**config.mk**
```make
export PLATFORM = sky130hd
export DESIGN_NAME = trt_ctrl
export DESIGN_NICKNAME = d
export VERILOG_FILES = /design/src/rtl/trt_pkg.sv /design/src/rtl/trt_ctrl.sv
export VERILOG_INCLUDE_DIRS = /design/src /design/src/rtl
export SDC_FILE = /design/constraint.sdc
export NUM_CORES = 1
export LEC_CHECK = 0
export BUFFER_PORTS_ARGS = -buffer_cell sky130_fd_sc_hd__buf_2
export CORE_AREA = 2 2 39 41
export DETAILED_ROUTE_END_ITERATION = 10
export DIE_AREA = 0 0 41 43
export MAX_ROUTING_LAYER = met4
export SLEW_MARGIN = 15
export SYNTH_ARGS = -nofsm -noshare
export SYNTH_HDL_FRONTEND = slang
export SYNTH_SLANG_ARGS = --single-unit
```
**constraint.sdc**
```tcl
create_clock -name clk -period 3.33 [get_ports clk]
set_input_delay 0.666 -clock clk [delete_from_list [all_inputs] [get_ports clk]]
set_output_delay 0.666 -clock clk [all_outputs]
set_load 0.01 [all_outputs]
```
**src/rtl/tcp_reassembly_range_tracker_unit_assert.svh**
```systemverilog
// Assertion macros shared by the range tracker modules.
`ifndef TCP_REASSEMBLY_RANGE_TRACKER_UNIT_ASSERT_SVH
`define TCP_REASSEMBLY_RANGE_TRACKER_UNIT_ASSERT_SVH

// Check that a condition implies a consequence in the same cycle.
`define TRT_ASSERT_IMPL(lbl, clk, rst_n, cond, cons, msg) \
  lbl: assert property (@(posedge clk) disable iff (!rst_n) (cond) |-> (cons)) \
    else $error(msg);

// Check that a condition implies a consequence in the next cycle.
`define TRT_ASSERT_NEXT(lbl, clk, rst_n, cond, cons, msg) \
  lbl: assert property (@(posedge clk) disable iff (!rst_n) (cond) |=> (cons)) \
    else $error(msg);

`endif

```
**src/rtl/trt_pkg.sv**
```systemverilog
// ----------------------------------------------------------------------------
// trt_pkg
// Types and constants of the TCP reassembly range tracker.
// ----------------------------------------------------------------------------
package trt_pkg;

  localparam int unsigned SEQ_W = 32;
  localparam int unsigned LEN_W = 21;
  localparam int unsigned TOT_W = 64;
  localparam int unsigned CFG_IDX_W = 1;
  localparam logic [SEQ_W-1:0] SEQ_HALF = 32'h7FFF_FFFF;

  typedef enum logic [1:0] {
    CMD_PUT     = 2'd0,
    CMD_REMOVE  = 2'd1,
    CMD_RESTART = 2'd2,
    CMD_NONE    = 2'd3
  } cmd_t;

  typedef enum logic [1:0] {
    ST_DONE    = 2'd0,
    ST_IGNORED = 2'd1,
    ST_NO_ROOM = 2'd2,
    ST_FULL    = 2'd3
  } status_t;

  typedef enum logic [CFG_IDX_W-1:0] {
    REG_BUFFER_SIZE      = 1'b0,
    REG_INITIAL_SEQUENCE = 1'b1
  } reg_idx_t;

  typedef struct packed {
    logic [1:0]       command;
    logic [SEQ_W-1:0] segment_sequence;
    logic [LEN_W-1:0] byte_count;
  } in_item_t;

  typedef struct packed {
    logic [1:0]       status;
    logic [LEN_W-1:0] bytes_done;
    logic [LEN_W-1:0] contiguous_length;
    logic [SEQ_W-1:0] head_sequence_out;
    logic [TOT_W-1:0] total_in_order;
  } out_item_t;

  // Controller to datapath.
  typedef struct packed {
    logic load;     // capture input item
    logic execute;  // apply the classified operation
  } dp_cmd_t;

  // Datapath to controller.
  typedef struct packed {
    logic busy_unused;
  } dp_stat_t;

endpackage

```
**src/rtl/trt_ctrl.sv**
```systemverilog
// ----------------------------------------------------------------------------
// trt_ctrl
// Controller: load, execute, then present the result transaction.
// ----------------------------------------------------------------------------
module trt_ctrl (
  input  logic            clk,
  input  logic            rst_n,
  input  logic            in_valid,
  output logic            in_stall,
  output logic            out_valid,
  input  logic            out_stall,
  output trt_pkg::dp_cmd_t dp_cmd,
  input  trt_pkg::dp_stat_t dp_stat
);
  import trt_pkg::*;
  `include "tcp_reassembly_range_tracker_unit_assert.svh"

  typedef enum logic [2:0] {
    S_IDLE = 3'b001,
    S_EXEC = 3'b010,
    S_OUT  = 3'b100
  } state_t;

  state_t state_r, state_nxt;
  logic   in_acc, out_acc;

  assign in_acc    = in_valid && !in_stall;
  assign out_acc   = out_valid && !out_stall;
  assign in_stall  = (state_r != S_IDLE) && !(state_r == S_OUT && out_acc);
  assign out_valid = (state_r == S_OUT);

  assign dp_cmd.load    = in_acc;
  assign dp_cmd.execute = (state_r == S_EXEC) && !dp_stat.busy_unused;

  always_comb begin
    state_nxt = state_r;
    unique case (state_r)
      S_IDLE: if (in_acc) state_nxt = S_EXEC;
      S_EXEC: state_nxt = S_OUT;
      S_OUT: begin
        if (out_acc) state_nxt = in_acc ? S_EXEC : S_IDLE;
      end
      default: state_nxt = S_IDLE;
    endcase
  end

  always_ff @(posedge clk) begin
    if (!rst_n) state_r <= S_IDLE;
    else        state_r <= state_nxt;
  end

  `TRT_ASSERT_NEXT(a_load_execs, clk, rst_n, in_acc, state_r == S_EXEC, "load not followed by execute")
  `TRT_ASSERT_NEXT(a_exec_out, clk, rst_n, state_r == S_EXEC, out_valid, "execute not followed by result")
  `TRT_ASSERT_IMPL(a_one_hot, clk, rst_n, 1'b1, $onehot(state_r), "state not one-hot")

endmodule

```
==> impl_metrics.csv, run 1 <==
group,metric,value,unit
floorplan,die-area,1760,um2
routing,drcViolationCount,0,
timing,finalCriticalPeriod,2.20,ns
power_and_ir_drop,p_total,0.123,mW
final_layout,fillCellCount,158,
clock_network,clk_latency,0.24,ns
yosys,synth_top_area_share,33.8,%
yosys,yosysSeqAreaShare,33.8,%
clock_network,postCtsSetupRepairBufs,0,
floorplan,rows,14,
timing,period_share,66.2,%
placed_design,port_buffers,8,
yosys,postSynthCellCount,21,
clock_network,htree_num_levels,1,
routing,wl,431,um
clock_network,clkSinkCount,3,
yosys,synth_area,178,um2
routing,wl_per_cell,8.98,um
timing,tightest_slew,0.264,ns
clock_network,cts-resized-gates,0,
clock_network,clock_path_buffers,2,
setup_path,reg2reg_from,"state_r[2]$_SDFFE_PN0P_",
clock_network,holdBufCountCts,0,
final_layout,area_growth,44.4,%
setup_path,r2r_setup_slack,2.20,ns
global_route,first_global_vias,160,
placed_design,gp_congestion,0.643,
timing,rsz0062_at_grt,"false",
floorplan,initial_utilization,12.8,%
final_layout,largest_reg_flops,3,
yosys,yosysWarnings,0,
timing,tns,0,ns
power_and_ir_drop,power_density,478,nW/um2
timing,hold_viol,0,
final_layout,drive_gt1_share,37.5,%
setup_path,cp_max_fo,3,
yosys,yosys-top-cells-area,"dfxtp_1 34%, nor3b_1 8.5%, nand2b_1 7.0%",
yosys,synth-main-ff-cell,"dfxtp_1",
yosys,synth_seq_cells,3,
global_route,grt_max_degree,8,
yosys,synth_most_common_cell,"dfxtp_1",
run,max_cap_viol_count,0,
worst_hold_path,min_path_type,"flop to flop",
setup_path,crit_arrival,1.54,ns
yosys,synth_top_cell_by_area,"dfxtp_1",
timing,clock.fmax,454,MHz
yosys,synthDistinctLibCells,16,
yosys,synth-edff-count,0,
setup_path,rr_worst_depth,3,
run_status,status,"finished, final reports clean",
yosys,syn_nets,26,
floorplan,ios,9,
global_route,grtUsageTotal,6.58,%
final_layout,reg.largest.list,"state_r (3)",
routing,ant_nets,0,
power_and_ir_drop,max-vdd-ir-drop,78.0,uV
clock_network,cts_tree,"done",
placed_design,dp_hpwl,308,um
floorplan,die_x,41,um
timing,skew,0.00220,ns
routing,viasPerCell,3.69,
final_layout,diodes,0,
routing,via_count,177,
timing,finalMaxSlewViolations,0,
routing,dr.pass1.iters,1,
timing,setup_viol,0,
setup_path,crit_path_end,"dp_cmd[1]",
power_and_ir_drop,p_leak,0.115,nW
clock_network,cts_buffers,3,
yosys,synth_commonest_cells,"3 x dfxtp_1, 2 x nand2b_1, 2 x nor2_1, 2 x nor3b_1",
setup_path,crit_required,2.66,ns
setup_path,r2r-end,"state_r[1]$_SDFFE_PN0P_",
global_route,antenna_found_initial,0,
routing,drtIter0Drc,0,
clock_network,clkTransAtPathRegs,0.04,ns
setup_path,startpoint,"out_stall",
final_layout,num-nets-final,38,
clock_network,cts_root_buf,"clkbuf_4",
floorplan,die_h,43,um
setup_path,startpoint_type,"input port",
setup_path,crit_path_end_kind,"primary output",
yosys,ys_async_sr_fraction,0,%
timing,relSlewSlack,82.2,%
yosys,avgSynthCellArea,8.46,um2
global_route,grt_pass1_wl,676,um
setup_path,crit_type,"input port to primary output",
global_route,overflow,0,
final_layout,largest-register,"state_r",
floorplan,core_area,1380,um2
## metal layers
layer | up-vias | track usage, % | wire, um
met5 | - | - | 0
met4 | 0 | 10.0 | 0
met3 | 0 | 3.14 | 37
met2 | 6 | 4.69 | 186
met1 | 76 | 8.97 | 207
li1 | 95 | - | -
## final cells by class
| class | instances | area (um2) | area share, % |
|---|---|---|---|
| repair buffers | 8 | 40.0 | 15.6 |
| multi-input cells | 16 | 106 | 41.5 |
| well taps | 16 | 20.0 | 7.80 |
| clock buffers | 4 | 26.3 | 10.2 |
| inverters | 1 | 3.75 | 1.46 |
| flip-flops and latches | 3 | 60.1 | 23.4 |
## placed cells by master, fill, tap and decap left out, drive strengths merged
cell,count
or2b,1
a21oi,2
dfxtp,3
and2,1
inv,1
nand3b,1
nand2b,2
buf,8
nor3,1
o31ai,1
nor4b,1
and3,1
nor2,2
or3b,1
nor3b,2
clkbuf,4
## report_power, final
part	leakage (nW)	switching (mW)	internal (mW)
Sequential	0.0246	0.00304	0.0381
Combinational	0.0756	0.00747	0.00837
Clock	0.0150	0.0207	0.0450
## per-stage QoR
| step | setup WS [ns] | hold slack, ns | instances | util [%] | area, um2 |
|---|---|---|---|---|---|
| after floorplan | 1.27 | 0.488 | 21 | - | 178 |
| after global placement | 1.12 | 0.537 | 44 | 16.6 | 230 |
| after detailed placement | 1.11 | 0.536 | 44 | 16.6 | 230 |
| after CTS | 1.11 | 0.543 | 48 | 18.5 | 256 |
| after global routing | 1.05 | 0.594 | 48 | 18.5 | 256 |
| final | 1.13 | 0.549 | 48 | 18.5 | 256 |
## logic make-up (layout without fill, tap and decap cells)
kind of cell           after synthesis  in the layout  synth area share, %
AND/OR/NAND/NOR                     13             13                 47.9
AO/OA/AOI/OAI                        3              3                 12.0
flip-flops                           3              3                 33.8
buffers and inverters                2             13                 6.34
## critical path, stage by stage
cell and delay (ns):
buf_2 0.11, or3b_1 0.35, a21oi_2 0.15, and2_1 0.13, buf_2 0.12
## worst min-delay path by stage
stage / startpoint / endpoint / slack, ns / depth (start not counted)
finish: state_r[2]$_SDFFE_PN0P_ / state_r[2]$_SDFFE_PN0P_ / 0.55 / 2
global route: state_r[2]$_SDFFE_PN0P_ / state_r[2]$_SDFFE_PN0P_ / 0.59 / 2
CTS: state_r[2]$_SDFFE_PN0P_ / state_r[2]$_SDFFE_PN0P_ / 0.54 / 2
detailed placement: state_r[2]$_SDFFE_PN0P_ / state_r[2]$_SDFFE_PN0P_ / 0.54 / 2
global placement: state_r[2]$_SDFFE_PN0P_ / state_r[2]$_SDFFE_PN0P_ / 0.54 / 2
floorplan: state_r[2]$_SDFFE_PN0P_ / state_r[2]$_SDFFE_PN0P_ / 0.49 / 2
(Power assumes the default switching activity.)
==> inputs of run 2 (changes only) <==
Clock period 3.33 ns to 1.9 ns, I/O delays scaled along.
==> run 2 against run 1 <==
Net effect:
- die area unchanged
- sequential share of layout area unchanged
- flip-flop and latch count unchanged
- global-route usage down 1.8 points
- non-clock buffer count unchanged
- clock skew about the same
- wire length down 4.4%
==> impl_metrics.csv, run 2 (synthesized netlist as in run 1, its figures left out) <==
group,metric,value,unit
run_status,status,"finished, final reports clean",
setup_path,r2r_setup_slack,0.77,ns
power_and_ir_drop,p_leak,0.115,nW
global_route,grt_max_degree,8,
setup_path,crit_arrival,1.39,ns
floorplan,rows,14,
power_and_ir_drop,max-vdd-ir-drop,136,uV
clock_network,cts_buffers,3,
final_layout,final_common_cell,"buf_2",
setup_path,reg2reg_from,"state_r[0]$_SDFFE_PN1P_",
floorplan,ios,9,
final_layout,area_growth,44.4,%
timing,tightest_slew,0.248,ns
setup_path,crit_slowest_cell,"or3b_1",
clock_network,clkSinkCount,3,
timing,setup_viol,0,
worst_hold_path,min_path_cells,2,
clock_network,clkTransAtPathRegs,0.04,ns
setup_path,cp_max_fo,7,
setup_path,crit_path_end_kind,"primary output",
floorplan,die_h,43,um
placed_design,gp_congestion,0.656,
final_layout,fillCellCount,165,
final_layout,final_cells,48,
final_layout,finish.utilization,18.5,%
power_and_ir_drop,power_density,828,nW/um2
timing,period_share,93.3,%
worst_hold_path,min-delay-start,"rst_n",
global_route,first_global_vias,145,
placed_design,port_buffers,8,
placed_design,dp_hpwl,307,um
setup_path,crit_required,1.52,ns
final_layout,num-nets-final,38,
routing,via_count,170,
routing,drcViolationCount,0,
routing,viasPerCell,3.54,
timing,clock.fmax,564,MHz
final_layout,largest_reg_flops,3,
placed_design,dp_cells,44,
timing,tns,0,ns
timing,hold_viol,0,
final_layout,largest-register,"state_r",
setup_path,crit_chain,"or3b_1, a21oi_2, and2_1, buf_2",
clock_network,clock_path_buffers,2,
worst_hold_path,hold_end,"state_r[0]$_SDFFE_PN1P_",
clock_network,cts_tree,"done",
floorplan,core_area,1380,um2
worst_hold_path,min_path_type,"input port to flop",
floorplan,die-area,1760,um2
setup_path,crit_type,"flop to primary output",
global_route,antenna_found_initial,0,
floorplan,initial_utilization,12.8,%
final_layout,diodes,0,
timing,skew,0.00189,ns
power_and_ir_drop,p_total,0.212,mW
global_route,grtUsageTotal,4.83,%
run,max_cap_viol_count,0,
routing,wl,412,um
global_route,grt_pass1_wl,552,um
clock_network,cts-resized-gates,0,
final_layout,mostFrequentLayoutCells,"8 x buf_2, 3 x clkbuf_4, 3 x dfxtp_1",
timing,finalMaxSlewViolations,0,
floorplan,die_x,41,um
clock_network,postCtsSetupRepairBufs,0,
setup_path,startpoint_type,"flop",
final_layout,drive_gt1_share,37.5,%
routing,dr.pass1.iters,1,
timing,rsz0062_at_grt,"false",
clock_network,holdBufCountCts,0,
routing,ant_nets,0,
setup_path,rr_worst_depth,3,
routing,wl_per_cell,8.58,um
clock_network,cts_root_buf,"clkbuf_4",
clock_network,htree_num_levels,1,
clock_network,clk_latency,0.23,ns
setup_path,r2r-end,"state_r[1]$_SDFFE_PN0P_",
final_layout,reg.largest.list,"state_r (3)",
timing,hold_ws,0.356,ns
timing,finalCriticalPeriod,1.77,ns
global_route,overflow,0,
timing,relSlewSlack,83.2,%
routing,drtIter0Drc,0,
setup_path,slowest_delay,0.40,ns
==> run 2: cell counts in the layout (fill, tap and decap cells not counted) <==
No cell type changed its count.
==> run 2: layout make-up <==
type	instances	area [um2]	area share, %
multi-input combinational	16	106	41.5
sequential	3	60.1	23.4
timing repair buffer	8	40.0	15.6
clock buffer	4	26.3	10.2
tap	16	20.0	7.80
inverter	1	3.75	1.46
==> run 2: per-stage QoR <==
stage | setup slack (ns) | area [um2]
global route | 0.0471 | 256
CTS | 0.115 | 256
detailed placement | 0.256 | 230
floorplan | 0.413 | 178
global placement | 0.265 | 230
finish | 0.126 | 256
==> run 2: worst max-delay path by stage <==
stage	slack, ns	depth (start not counted)	to	from
after CTS	0.12	4	dp_cmd[1]	state_r[2]$_SDFFE_PN0P_
after detailed placement	0.26	5	dp_cmd[1]	out_stall
after global routing	0.05	4	dp_cmd[1]	state_r[0]$_SDFFE_PN1P_
final	0.13	4	dp_cmd[1]	state_r[0]$_SDFFE_PN1P_
after global placement	0.27	5	dp_cmd[1]	out_stall
after floorplan	0.41	4	dp_cmd[1]	out_stall
==> run 2: power by group <==
part	switching, mW	leakage, nW	internal [mW]	total, mW
combinational	0.0137	0.0756	0.0147	0.0284
clock	0.0333	0.0150	0.0787	0.112
sequential	0.00531	0.0246	0.0667	0.0720
total	0.0523	0.115	0.160	0.212
==> run 2: worst max-delay path, delay by kind of cell (launching register included) <==
kind,cells,cell delay [ns]
flip-flops,1,0.35
buffers and inverters,1,0.12
AO/OA/AOI/OAI,1,0.16
AND/OR/NAND/NOR,2,0.53
==> run 2: metal layers <==
metal	GRT usage (%)	share of wire [%]
met4	4.00	0
met1	7.35	59
met5	-	0
met3	1.57	5.1
met2	4.69	36
